## src/rtl/core/rdgs_pkg.sv

```systemverilog
package rdgs_pkg;

    localparam int GridSideDef = 64;
    localparam int QueueDepth  = 2;
    localparam int AccW        = 48;
    localparam int ProdW       = 65;

    // request kinds
    localparam logic [1:0] KIND_LOAD    = 2'd0;
    localparam logic [1:0] KIND_ADVANCE = 2'd1;
    localparam logic [1:0] KIND_READ    = 2'd2;

    // configuration register indexes
    localparam logic [2:0] REG_COEF_A = 3'd0;
    localparam logic [2:0] REG_COEF_B = 3'd1;
    localparam logic [2:0] REG_COEF_C = 3'd2;
    localparam logic [2:0] REG_COEF_D = 3'd3;
    localparam logic [2:0] REG_DIFF_U = 3'd4;
    localparam logic [2:0] REG_DIFF_V = 3'd5;
    localparam logic [2:0] REG_EQU_U  = 3'd6;
    localparam logic [2:0] REG_EQU_V  = 3'd7;

    localparam logic signed [31:0] RST_COEF_A = 32'sd335544;
    localparam logic signed [31:0] RST_COEF_B = -32'sd335544;
    localparam logic signed [31:0] RST_COEF_C = 32'sd671089;
    localparam logic signed [31:0] RST_COEF_D = -32'sd503316;
    localparam logic signed [31:0] RST_DIFF_U = 32'sd335544;
    localparam logic signed [31:0] RST_DIFF_V = 32'sd2013266;
    localparam logic signed [31:0] RST_EQU_U  = 32'sd16777216;
    localparam logic signed [31:0] RST_EQU_V  = 32'sd16777216;

    typedef struct packed {
        logic [1:0]         kind;
        logic [11:0]        cell_index;
        logic signed [31:0] u_load;
        logic signed [31:0] v_load;
    } t_req;

    typedef struct packed {
        logic [11:0]        cell_out;
        logic signed [31:0] u_out;
        logic signed [31:0] v_out;
    } t_res;

    typedef struct packed {
        logic signed [31:0] coef_a_dt;
        logic signed [31:0] coef_b_dt;
        logic signed [31:0] coef_c_dt;
        logic signed [31:0] coef_d_dt;
        logic signed [31:0] diff_u;
        logic signed [31:0] diff_v;
        logic signed [31:0] equil_u;
        logic signed [31:0] equil_v;
    } t_cfg;

    // queue entry between front and back
    typedef struct packed {
        logic [1:0]         kind;
        logic               oor;
        logic [11:0]        cell_idx;
        logic signed [31:0] u_val;
        logic signed [31:0] v_val;
    } t_op;

    typedef struct packed {
        logic valid;
        t_op  op;
    } t_head;

    // round a Q8.24 x Q8.24 product back to Q8.24, ties toward plus infinity
    function automatic logic signed [AccW-1:0] rnd_q24(input logic signed [ProdW-1:0] p);
        logic signed [ProdW-1:0] t;
        t = p + ProdW'(64'sd8388608);
        return AccW'($signed(t[ProdW-1:24]));
    endfunction

    function automatic logic signed [31:0] sat32(input logic signed [AccW-1:0] x);
        logic signed [AccW-1:0] hi;
        logic signed [AccW-1:0] lo;
        hi = AccW'(64'sd2147483647);
        lo = -AccW'(64'sd2147483648);
        if (x > hi) begin
            return 32'sh7fffffff;
        end else if (x < lo) begin
            return 32'sh80000000;
        end
        return x[31:0];
    endfunction

endpackage

```

## src/rtl/core/rdgs_front.sv

```systemverilog
module rdgs_front import rdgs_pkg::*; #(
    parameter int GRID_SIDE = GridSideDef
) (
    input  logic  i_clk,
    input  logic  i_rst_n,
    input  logic  start,
    input  t_req  i_req,
    output logic  busy,
    input  logic  i_pop,
    output t_head o_head
);

    localparam int CellCount = GRID_SIDE * GRID_SIDE;

    t_op        r_q [QueueDepth];
    logic       r_wp, n_wp;
    logic       r_rp, n_rp;
    logic [1:0] r_cnt, n_cnt;

    logic in_rng;
    logic keep;
    logic push;
    logic pop;
    t_op  entry;

    assign in_rng = (32'(i_req.cell_index) < 32'(CellCount));
    assign busy   = (r_cnt == 2'(QueueDepth));

    // classify: drop unused kinds and out-of-grid loads here
    always_comb begin
        unique case (i_req.kind)
            KIND_LOAD:    keep = in_rng;
            KIND_ADVANCE: keep = 1'b1;
            KIND_READ:    keep = 1'b1;
            default:      keep = 1'b0;
        endcase
    end

    always_comb begin
        entry.kind     = i_req.kind;
        entry.oor      = !in_rng;
        entry.cell_idx = i_req.cell_index;
        entry.u_val    = i_req.u_load;
        entry.v_val    = i_req.v_load;
    end

    assign push = start && !busy && keep;
    assign pop  = i_pop && (r_cnt != 2'd0);

    always_comb begin
        n_wp  = push ? ~r_wp : r_wp;
        n_rp  = pop ? ~r_rp : r_rp;
        n_cnt = r_cnt + 2'(push) - 2'(pop);
    end

    always_ff @(posedge i_clk) begin
        if (!i_rst_n) begin
            r_wp  <= 1'b0;
            r_rp  <= 1'b0;
            r_cnt <= 2'd0;
        end else begin
            r_wp  <= n_wp;
            r_rp  <= n_rp;
            r_cnt <= n_cnt;
        end
    end

    always_ff @(posedge i_clk) begin
        if (push) begin
            r_q[r_wp] <= entry;
        end
    end

    assign o_head.valid = (r_cnt != 2'd0);
    assign o_head.op    = r_q[r_rp];

endmodule

```

## config.mk

```make
export PLATFORM = sky130hd
export DESIGN_NAME = rdgs_front
export DESIGN_NICKNAME = d
export VERILOG_FILES = /design/src/rtl/core/rdgs_pkg.sv /design/src/rtl/core/rdgs_front.sv
export SDC_FILE = /design/constraint.sdc
export NUM_CORES = 1
export LEC_CHECK = 0
export ABC_AREA = 1
export BUFFER_PORTS_ARGS = -buffer_cell sky130_fd_sc_hd__buf_4
export CAP_MARGIN = 20
export CORE_ASPECT_RATIO = 2
export CORE_MARGIN = 8
export CORE_UTILIZATION = 32
export DETAILED_ROUTE_END_ITERATION = 12
export PLACE_DENSITY_LB_ADDON = 0.15
export SETUP_SLACK_MARGIN = 0.02
export SYNTH_ARGS = -nofsm -noshare
export SYNTH_HDL_FRONTEND = slang
export SYNTH_SLANG_ARGS = --single-unit
export TNS_END_PERCENT = 1
```

## constraint.sdc

```tcl
create_clock -name i_clk -period 4.9 [get_ports i_clk]
set_input_delay 0.245 -clock i_clk [delete_from_list [all_inputs] [get_ports i_clk]]
set_output_delay 0.245 -clock i_clk [all_outputs]
set_load 0.02 [all_outputs]
```

==> impl_table.tex, run 1 <==
\begin{tabular}{lr}
\hline
Metric & Value \\
\hline
\multicolumn{2}{l}{\textbf{Placement}} \\
Post-DP HPWL & around 9000 um \\
Number of buffers added on ports & $\sim$160 \\
Routability congestion estimate & 0.695 \\
Placed cell area & between 0.007 and 0.008 mm\^{}2 \\
Placed cell count & 654 \\
\multicolumn{2}{l}{\textbf{Clocking}} \\
Setup fix buffers added after clock tree synthesis & 0 \\
CTS tree & yes \\
Post-CTS clock slew at the launch and capture registers of the worst setup and hold paths & $\sim$60 ps \\
TritonCTS Buffers & 17 \\
Root Buffer Master & sky130\_fd\_sc\_hd\_\_clkbuf\_16 \\
Num Clock Sinks & around 160 \\
Level count of the clock H-tree & 4 \\
Number of buffers between clock root and the deepest sink & 2 \\
Worst-Skew Late Latency & 410 ps \\
\multicolumn{2}{l}{\textbf{Global route}} \\
Maximum number of pins on one net before global-route repair & 46 \\
Global-route wire length before repair & roughly 21000 um \\
Antenna violations before repair & 0 \\
All-layer global routing usage & roughly an eighth \\
Vias in the first global route & 3788 \\
GRT overflow & 0 \\
\multicolumn{2}{l}{\textbf{STA}} \\
Share of the clock period used by the worst path after layout & between 50\% and 60\% \\
Setup repair after global routing missed its margin & false \\
Post-route minimum period & 2630 ps \\
Number of endpoints failing setup at the final stage & 0 \\
Worst slew slack as a fraction of its limit & 55.0\% \\
Setup tns final & 0 ps \\
Final Skew & just under 5 ps \\
Number of pins with negative max-slew slack in the final report & 0 \\
Upper clock frequency limit & $\sim$380 MHz \\
Hold Violations, Final & 0 \\
Final Hold Slack & approximately 23 ps \\
Measured slew at the worst slew-check pin & 675 ps \\
\multicolumn{2}{l}{\textbf{Critical path}} \\
Endpoint class of the critical path & output pin \\
Worst R2R End & r\_q[1][24] \\
Category of the critical setup timing path & register to output pin \\
Required time of the critical path & $\sim$4700 ps \\
Startpoint type of the worst setup path & register \\
Arrival time of the worst setup path & 2390 ps \\
Crit path max fanout & between 40 and 50 \\
Beginning of the worst register-to-register path & r\_cnt[0] \\
Register-to-Register Path Depth & 5 \\
Register-to-register setup slack & 2730 ps \\
\multicolumn{2}{l}{\textbf{Floorplan}} \\
Core footprint & 0.0183 mm\^{}2 \\
Die H & around 210 um \\
I/O pin count & between 150 and 200 \\
Area of the die & 0.0236 mm\^{}2 \\
\# rows & 70 \\
Horizontal extent of the die & 113 um \\
Initial standard-cell utilization of the core & 32.6\% \\
\multicolumn{2}{l}{\textbf{Finish}} \\
Most used cells in the layout excluding fill and tap cells & 163 x sky130\_fd\_sc\_hd\_\_buf\_4, 156 x sky130\_fd\_sc\_hd\_\_edfxtp\_1, 66 x sky130\_fd\_sc\_hd\_\_dlygate4sd3\_1, 58 x sky130\_fd\_sc\_hd\_\_mux2\_2, 20 x sky130\_fd\_sc\_hd\_\_mux2\_4 \\
Most common library cell in the layout ignoring fill and taps & sky130\_fd\_sc\_hd\_\_buf\_4 \\
Layout-stage area growth over the synthesis result & 45.3\% \\
Finished Cell Area & 0.00868 mm\^{}2 \\
Final standard cell count with taps included and fillers excluded & approximately 750 \\
Filler cell count in the final layout & roughly 1.6k \\
Post-route core utilization & between 40\% and 50\% \\
Final \#Nets & $\sim$600 \\
Layout cells sized above 1 & 51.0\% \\
Inserted Diodes & 0 \\
\multicolumn{2}{l}{\textbf{Yosys}} \\
Synthesized netlist net count & 368 \\
Post-synthesis instance area & between 0.005 and 0.006 mm\^{}2 \\
Post-synthesis register bit count & 161 \\
Mean instance size in the synthesized netlist & between 20 and 25 um\^{}2 \\
Syn. warnings & 0 \\
Top cells by area, synth & sky130\_fd\_sc\_hd\_\_edfxtp\_1 78\%, sky130\_fd\_sc\_hd\_\_mux2\_2 11\%, sky130\_fd\_sc\_hd\_\_mux2\_4 5.0\% \\
Post-synthesis cell count & around 280 \\
Largest area contributor in the netlist & sky130\_fd\_sc\_hd\_\_edfxtp\_1 \\
Netlist cell types & 16 \\
Sequential cell area fraction in the yosys report & about 80\% \\
Top-area cell type share of the netlist area & 78.4\% \\
\multicolumn{2}{l}{\textbf{Routing}} \\
Via density & around 4.4 \\
Residual DRC count & 0 \\
Via Count & 3318 \\
Drt pass-1 iters & 3 \\
Total routed wirelength & approximately 13000 um \\
Number of routed nets with antenna violations & 0 \\
Count of routing violations after the opening detailed-route iteration & 118 \\
Post-detailed-route wirelength per cell & 17.7 um \\
\multicolumn{2}{l}{\textbf{Worst hold path}} \\
Path category of the worst min-delay check & input port to register \\
Beginning of the worst hold path & i\_req[57] \\
Endpoint, Worst Hold & r\_q[1][57] \\
Depth of the worst hold-timing path & 1 \\
\multicolumn{2}{l}{\textbf{Power and ir drop}} \\
VDD IR-drop max & roughly 0.28 mV \\
Power density of the placed cells & approximately 480 mW/mm\^{}2 \\
Pleak & between 3 and 4 nW \\
\multicolumn{2}{l}{\textbf{Outcome}} \\
Run status & finished clean \\
\multicolumn{2}{l}{\textbf{Job}} \\
Max\_cap viols & 0 \\
\hline
\end{tabular}
layer usage:
metal	GRT usage, %	wire, um	vias up	share of wire [%]
li1	-	-	1580	-
met1	10.9	4590	1636	34
met2	22.7	7870	88	59
met3	3.84	680	14	5.1
met4	5.34	200	0	1.5
met5	0	0	-	0
how the worst max path moves through the flow:
stage / cells after the start / slack (ps) / endpoint
final: 3 / 2270 / o_head[46]
after CTS: 3 / 2150 / o_head[46]
after floorplan: 5 / 390 / r_q[0][0]
after global placement: 7 / 2610 / r_q[0][7]
after detailed placement: 6 / 2540 / r_q[0][7]
after global routing: 3 / 2090 / o_head[46]
timing repair:
| action | CTS | global route |
|---|---|---|
| resized for setup | 0 | 0 |
| hold buffers | 56 | 10 |
| hold endpoints to repair | 109 | 17 |
state kept, by name, summed over array words and instances (netlist names), named ones only:
signal  flops
r_rp        1
r_cnt       2
r_q       156
r_wp        1
layout make-up:
class | instances | area, um^2 | area share, %
clock buffers | 18 | 429 | 4.94
clock inverters | 14 | 143 | 1.64
inverters | 8 | 31.3 | 0.360
multi-input cells | 105 | 1090 | 12.6
flip-flops and latches | 161 | 4790 | 55.1
well taps | 216 | 270 | 3.11
repair buffers | 231 | 1930 | 22.2
power by group:
| part | leakage [nW] | internal [mW] | switching (mW) | total [mW] |
|---|---|---|---|---|
| sequential | 1.49 | 1.69 | 0.0724 | 1.76 |
| clock | 0.269 | 0.747 | 0.525 | 1.27 |
| combinational | 1.54 | 0.536 | 0.567 | 1.10 |
| total | 3.30 | 2.97 | 1.16 | 4.13 |
per-stage QoR:
stage,setup slack (ps),total power [mW]
CTS,2150,4.20
global route,2090,4.33
finish,2270,4.13
floorplan,395,2.43
detailed placement,2540,2.87
global placement,2610,2.86
worst max-delay path, stage by stage, from the launching register on:
cell and delay, ps:
sky130_fd_sc_hd__dfxtp_4 690, sky130_fd_sc_hd__buf_4 650, sky130_fd_sc_hd__mux2_2 440, sky130_fd_sc_hd__buf_4 170
synth_stat cells, drive strengths merged:
cell / n
inv: 8
dfxtp: 5
mux2: 78
nand2: 10
edfxtp: 156
o21a: 1
nor2: 9
buf: 10
nand3: 2
conb: 1
a21oi: 1
nand4: 1
ha: 2
cells by family (layout without fill, tap and decap cells):
kind of cell	Yosys count	count (layout)	share of synthesized area [%]
AOI/OAI and AO/OA	2	2	0.209
buffers and inverters	18	271	1.80
adders and majority gates	2	2	0.419
muxes	78	78	16.0
DFF	161	161	80.1
and+or+nand+nor	22	22	1.47
other	1	1	0.0628
Power figures use the tool's default switching activity.
==> run 2: changes to the inputs <==
- clock period: 4.9 -> 2.8 ns (I/O delays scaled with it)
==> impl_table.tex, run 2 (same netlist as run 1, synthesis figures left out) <==
\begin{tabular}{lr}
\hline
Metric & Value \\
\hline
\multicolumn{2}{l}{\textbf{STA}} \\
Setup repair after global routing missed its margin & false \\
Measured slew at the worst slew-check pin & around 630 ps \\
Worst slew slack as a fraction of its limit & 58.0\% \\
Share of the clock period used by the worst path after layout & 73.1\% \\
Hold Violations, Final & 0 \\
Upper clock frequency limit & $\sim$500 MHz \\
Number of endpoints failing setup at the final stage & 0 \\
Final worst slack & $\sim$750 ps \\
Final Hold Slack & around 95 ps \\
Final Skew & 12.4 ps \\
Post-route minimum period & between 2000 and 2500 ps \\
Number of pins with negative max-slew slack in the final report & 0 \\
Setup tns final & 0 ps \\
\multicolumn{2}{l}{\textbf{Clocking}} \\
Level count of the clock H-tree & 4 \\
Number of buffers between clock root and the deepest sink & 2 \\
Worst-Skew Late Latency & 420 ps \\
Post-CTS Resized & 0 \\
Root Buffer Master & sky130\_fd\_sc\_hd\_\_clkbuf\_16 \\
TritonCTS Buffers & 17 \\
Num Clock Sinks & 161 \\
CTS tree & yes \\
Post-CTS clock slew at the launch and capture registers of the worst setup and hold paths & 70 ps \\
\multicolumn{2}{l}{\textbf{Routing}} \\
Total routed wirelength & $\sim$14000 um \\
Drt pass-1 iters & 4 \\
Residual DRC count & 0 \\
Count of routing violations after the opening detailed-route iteration & between 100 and 150 \\
Via density & 4.35 \\
Via Count & 3347 \\
Post-detailed-route wirelength per cell & between 15 and 20 um \\
Number of routed nets with antenna violations & 0 \\
\multicolumn{2}{l}{\textbf{Critical path}} \\
Worst R2R End & r\_q[0][72] \\
Arrival time of the worst setup path & 1910 ps \\
Cell repeated most along the worst path & sky130\_fd\_sc\_hd\_\_buf\_4 \\
Crit path max fanout & 23 \\
Category of the critical setup timing path & register to output pin \\
Register-to-register setup slack & 1070 ps \\
Register-to-Register Path Depth & 6 \\
Required time of the critical path & around 2700 ps \\
Stage delay of the slowest cell on the critical path & 560 ps \\
Startpoint type of the worst setup path & register \\
CP max-delay cell & sky130\_fd\_sc\_hd\_\_dfxtp\_4 \\
Beginning of the worst register-to-register path & r\_cnt[1] \\
Sequence of cells on the critical path & buf\_4, mux2\_2, buf\_4 \\
Endpoint class of the critical path & output pin \\
\multicolumn{2}{l}{\textbf{Finish}} \\
Register bank with the most flops & r\_q \\
Most used cells in the layout excluding fill and tap cells & 167 x sky130\_fd\_sc\_hd\_\_buf\_4, 156 x sky130\_fd\_sc\_hd\_\_edfxtp\_1, 80 x sky130\_fd\_sc\_hd\_\_dlygate4sd3\_1, 58 x sky130\_fd\_sc\_hd\_\_mux2\_2, 20 x sky130\_fd\_sc\_hd\_\_mux2\_4 \\
Finished Cell Area & between 0.008 and 0.009 mm\^{}2 \\
Max reg flops & roughly 160 \\
Layout-stage area growth over the synthesis result & 47.1\% \\
Biggest regs & r\_q (156), r\_cnt (2) \\
Most common library cell in the layout ignoring fill and taps & sky130\_fd\_sc\_hd\_\_buf\_4 \\
Final \#Nets & around 630 \\
Layout cells sized above 1 & slightly above 50\% \\
Inserted Diodes & 0 \\
\multicolumn{2}{l}{\textbf{Placement}} \\
Number of buffers added on ports & 161 \\
Pre-CTS WS & between 1000 and 1500 ps \\
Routability congestion estimate & 0.691 \\
Post-DP HPWL & between 9000 and 10000 um \\
Placed cell area & around 0.0075 mm\^{}2 \\
\multicolumn{2}{l}{\textbf{Global route}} \\
Vias in the first global route & between 3k and 4k \\
Maximum number of pins on one net before global-route repair & 48 \\
Antenna violations before repair & 0 \\
All-layer global routing usage & between 10\% and 20\% \\
GRT overflow & 0 \\
Global-route wire length before repair & 20600 um \\
\multicolumn{2}{l}{\textbf{Floorplan}} \\
Initial standard-cell utilization of the core & 32.6\% \\
I/O pin count & around 160 \\
Horizontal extent of the die & $\sim$110 um \\
\# rows & 70 \\
Die H & $\sim$210 um \\
Core footprint & 0.0183 mm\^{}2 \\
Area of the die & between 0.02 and 0.025 mm\^{}2 \\
\multicolumn{2}{l}{\textbf{Job}} \\
Max\_cap viols & 0 \\
\multicolumn{2}{l}{\textbf{Outcome}} \\
Run status & finished clean \\
\multicolumn{2}{l}{\textbf{Power and ir drop}} \\
VDD IR-drop max & 0.455 mV \\
Pleak & $\sim$3.4 nW \\
Power density of the placed cells & between 800 and 900 mW/mm\^{}2 \\
\multicolumn{2}{l}{\textbf{Worst hold path}} \\
Endpoint, Worst Hold & r\_wp \\
Depth of the worst hold-timing path & 5 \\
Path category of the worst min-delay check & input port to register \\
Beginning of the worst hold path & start \\
\hline
\end{tabular}
run 2: changes by cell type in the layout (fill, tap and decap cells not counted):
cell / delta
sky130_fd_sc_hd__buf_16: -1
sky130_fd_sc_hd__buf_4: +4
sky130_fd_sc_hd__bufinv_16: -2
sky130_fd_sc_hd__clkinv_1: -3
sky130_fd_sc_hd__clkinv_2: +2
sky130_fd_sc_hd__clkinv_4: -2
sky130_fd_sc_hd__dlygate4sd3_1: +14
sky130_fd_sc_hd__inv_6: +5
run 2: layout make-up:
class,instances,area [um^2]
clock inverters,14,108
clock buffers,18,429
flip-flops and latches,161,4790
well taps,216,270
repair buffers,248,2070
multi-input cells,105,1090
inverters,8,31.3
fillers,1586,9510
run 2: worst max-delay path by stage:
stage / from / to / slack (ps) / cells past startpoint
3_3_place_gp: r_cnt[1] / r_q[0][59] / 1090 / 6
6_report: register / o_head[4] / 750 / 3
3_5_place_dp: r_cnt[1] / r_q[0][23] / 1050 / 6
5_1_grt: register / o_head[2] / 640 / 3
2_1_floorplan: r_cnt[0] / r_q[1][0] / 290 / 4
4_1_cts: register / o_head[4] / 700 / 3
run 2: metrics by stage:
stage | util, % | cells | power, mW
2_1_floorplan | - | 284 | 4.24
3_3_place_gp | 40.7 | 658 | 5.02
3_5_place_dp | 40.7 | 658 | 5.03
4_1_cts | 48.0 | 770 | 7.25
5_1_grt | 48.0 | 770 | 7.42
6_report | 48.0 | 770 | 7.12
run 2: report_power, final:
group          total, mW  internal, mW  switching (mW)
Sequential          3.06          2.95           0.103
Combinational       1.97         0.950            1.02
Clock               2.09          1.15           0.945
run 2: per-layer routing:
layer	track usage, %	vias to the layer above	wire length (um)
met4	6.04	0	257
met5	0	-	0
li1	-	1608	-
met2	23.5	88	8260
met1	9.94	1637	4370
met3	3.32	14	620
run 2: timing repair:
item | 4_1_cts | 5_1_grt
hold endpoints to repair | 161 | 0
buffers inserted | 0 | 0
hold buffers | 80 | 0
run 2: critical path: cells and delay by family, from the launching register on:
family	cells	cell delay, ps
buffers and inverters	2	540
DFF	1	560
muxes	1	380
==> run 3: changes to the inputs <==
- clock period: 2.8 -> 2 ns (I/O delays scaled with it)
==> impl_table.tex, run 3 (same netlist as run 1, synthesis figures left out) <==
\begin{tabular}{lr}
\hline
Metric & Value \\
\hline
\multicolumn{2}{l}{\textbf{Routing}} \\
Via Count & $\sim$3.4k \\
Routed wire length on met2 & 7990 um \\
Number of routed nets with antenna violations & 0 \\
Post-detailed-route wirelength per cell & between 15 and 20 um \\
Post-Route M1 WL & 4510 um \\
Count of routing violations after the opening detailed-route iteration & $\sim$140 \\
Met3 WL post-DR & around 770 um \\
Via density & approximately 4.4 \\
Residual DRC count & 0 \\
Total routed wirelength & 13500 um \\
Highest routed layer & met4 \\
Drt pass-1 iters & 4 \\
\multicolumn{2}{l}{\textbf{Finish}} \\
Most used cells in the layout excluding fill and tap cells & 163 x sky130\_fd\_sc\_hd\_\_buf\_4, 156 x sky130\_fd\_sc\_hd\_\_edfxtp\_1, 80 x sky130\_fd\_sc\_hd\_\_dlygate4sd3\_1, 58 x sky130\_fd\_sc\_hd\_\_mux2\_2, 20 x sky130\_fd\_sc\_hd\_\_mux2\_4 \\
Register bank with the most flops & r\_q \\
Final \#Nets & 625 \\
Post-route core utilization & between 40\% and 50\% \\
Finished Cell Area & between 0.008 and 0.009 mm\^{}2 \\
Layout cells sized above 1 & roughly half \\
Max reg flops & about 160 \\
Filler cell count in the final layout & roughly 1.5k \\
Biggest regs & r\_q (156), r\_cnt (2) \\
Most common library cell in the layout ignoring fill and taps & sky130\_fd\_sc\_hd\_\_buf\_4 \\
Layout-stage area growth over the synthesis result & 49.1\% \\
\multicolumn{2}{l}{\textbf{Job}} \\
Max\_cap viols & 0 \\
\multicolumn{2}{l}{\textbf{Floorplan}} \\
Core footprint & 0.0183 mm\^{}2 \\
\# rows & 70 \\
Area of the die & approximately 0.024 mm\^{}2 \\
Initial standard-cell utilization of the core & about a third \\
Die H & approximately 210 um \\
I/O pin count & between 150 and 200 \\
Horizontal extent of the die & 113 um \\
\multicolumn{2}{l}{\textbf{STA}} \\
Number of pins with negative max-slew slack in the final report & 0 \\
Final Skew & 7.04 ps \\
Setup tns final & 0 ps \\
Post-route minimum period & between 1500 and 2000 ps \\
Hold Violations, Final & 0 \\
Share of the clock period used by the worst path after layout & 89.7\% \\
Final worst slack & roughly 210 ps \\
Number of endpoints failing setup at the final stage & 0 \\
Upper clock frequency limit & 558 MHz \\
Setup repair after global routing missed its margin & false \\
\multicolumn{2}{l}{\textbf{Critical path}} \\
Sequence of cells on the critical path & buf\_12, mux2\_2, buf\_4 \\
Startpoint type of the worst setup path & register \\
Category of the critical setup timing path & register to output pin \\
Crit path max fanout & 32 \\
Endpoint class of the critical path & output pin \\
Arrival time of the worst setup path & 1690 ps \\
Required time of the critical path & 1900 ps \\
CP max-delay cell & sky130\_fd\_sc\_hd\_\_dfxtp\_4 \\
Stage delay of the slowest cell on the critical path & 470 ps \\
\multicolumn{2}{l}{\textbf{Clocking}} \\
Level count of the clock H-tree & 4 \\
Num Clock Sinks & approximately 160 \\
Post-CTS Resized & 0 \\
Number of buffers between clock root and the deepest sink & 2 \\
Post-CTS clock slew at the launch and capture registers of the worst setup and hold paths & about 60 ps \\
Root Buffer Master & sky130\_fd\_sc\_hd\_\_clkbuf\_16 \\
TritonCTS Buffers & 17 \\
CTS tree & yes \\
Worst-Skew Late Latency & 410 ps \\
\multicolumn{2}{l}{\textbf{Outcome}} \\
Run status & finished clean \\
\multicolumn{2}{l}{\textbf{Worst hold path}} \\
Path category of the worst min-delay check & input port to register \\
\multicolumn{2}{l}{\textbf{Placement}} \\
Placed cell area & 0.00750 mm\^{}2 \\
Number of buffers added on ports & about 160 \\
Post-DP HPWL & 9170 um \\
Pre-CTS WS & $\sim$420 ps \\
Routability congestion estimate & roughly 0.7 \\
\multicolumn{2}{l}{\textbf{Power and ir drop}} \\
VDD IR-drop max & around 0.73 mV \\
Pleak & around 3.4 nW \\
Power density of the placed cells & $\sim$1200 mW/mm\^{}2 \\
Overall power of the completed layout & between 10 and 15 mW \\
\multicolumn{2}{l}{\textbf{Global route}} \\
Global-route wire length before repair & 20800 um \\
GRT overflow & 0 \\
All-layer global routing usage & around an eighth \\
Maximum number of pins on one net before global-route repair & 48 \\
Vias in the first global route & between 3k and 4k \\
Antenna violations before repair & 1 \\
\hline
\end{tabular}
==> run 3: cell types whose count changed in the layout (fill, tap and decap cells not counted), moves of 3 or more <==
| cell | delta |
|---|---|
| sky130_fd_sc_hd__inv_6 | -5 |
| sky130_fd_sc_hd__buf_4 | -4 |
| sky130_fd_sc_hd__bufinv_16 | +4 |
| sky130_fd_sc_hd__buf_12 | +3 |
| sky130_fd_sc_hd__clkinv_4 | -3 |
==> run 3: per-stage QoR <==
| step | hold WS [ps] | std cells |
|---|---|---|
| global route | 164 | 769 |
| floorplan | 193 | 284 |
| global placement | 285 | 657 |
| finish | 94.8 | 769 |
| detailed placement | 288 | 657 |
| CTS | 74.3 | 768 |
==> run 3: timing repair <==
action                     in CTS  in global routing
setup buffers                   1                  0
hold buffers                   80                  0
setup endpoints to repair       1                  0
hold endpoints to repair      161                  0
==> run 3: worst paths after layout <==
kind / start / to / slack, ps / depth (start not counted)
setup / recovery: register / o_head[30] / 210 / 3
hold / removal: start / r_wp / 90 / 4
setup reg to reg: r_cnt[1] / r_cnt[1] / 430 / 11
hold reg to reg: r_rp / register / 500 / 2
==> run 3: layer usage <==
metal / global-route usage [%] / vias up
li1: - / 1609
met1: 10.0 / 1664
met2: 23.3 / 99
met3: 4.13 / 13
met4: 5.58 / 0
met5: 0 / -
==> run 3: critical path, delay by kind of cell, from the launching register on <==
kind | cells | cell delay (ps)
mux | 1 | 390
buf+inv | 2 | 410
flops | 1 | 470
==> run 3: where the power goes <==
| group | switching (mW) | leakage (nW) | internal (mW) |
|---|---|---|---|
| Combinational | 1.47 | 1.61 | 1.38 |
| Sequential | 0.125 | 1.49 | 4.13 |
| Clock | 1.24 | 0.281 | 2.07 |
==> run 3: cell type report <==
cell class / count / area (um^2) / share of cell area, %
antenna: 1 / 2.50 / 0.0281
inverter: 8 / 33.8 / 0.379
clock inverter: 11 / 165 / 1.85
timing repair buffer: 248 / 2120 / 23.7
tap: 216 / 270 / 3.03
multi-input combinational: 105 / 1100 / 12.3
sequential: 161 / 4790 / 53.8
clock buffer: 19 / 433 / 4.86
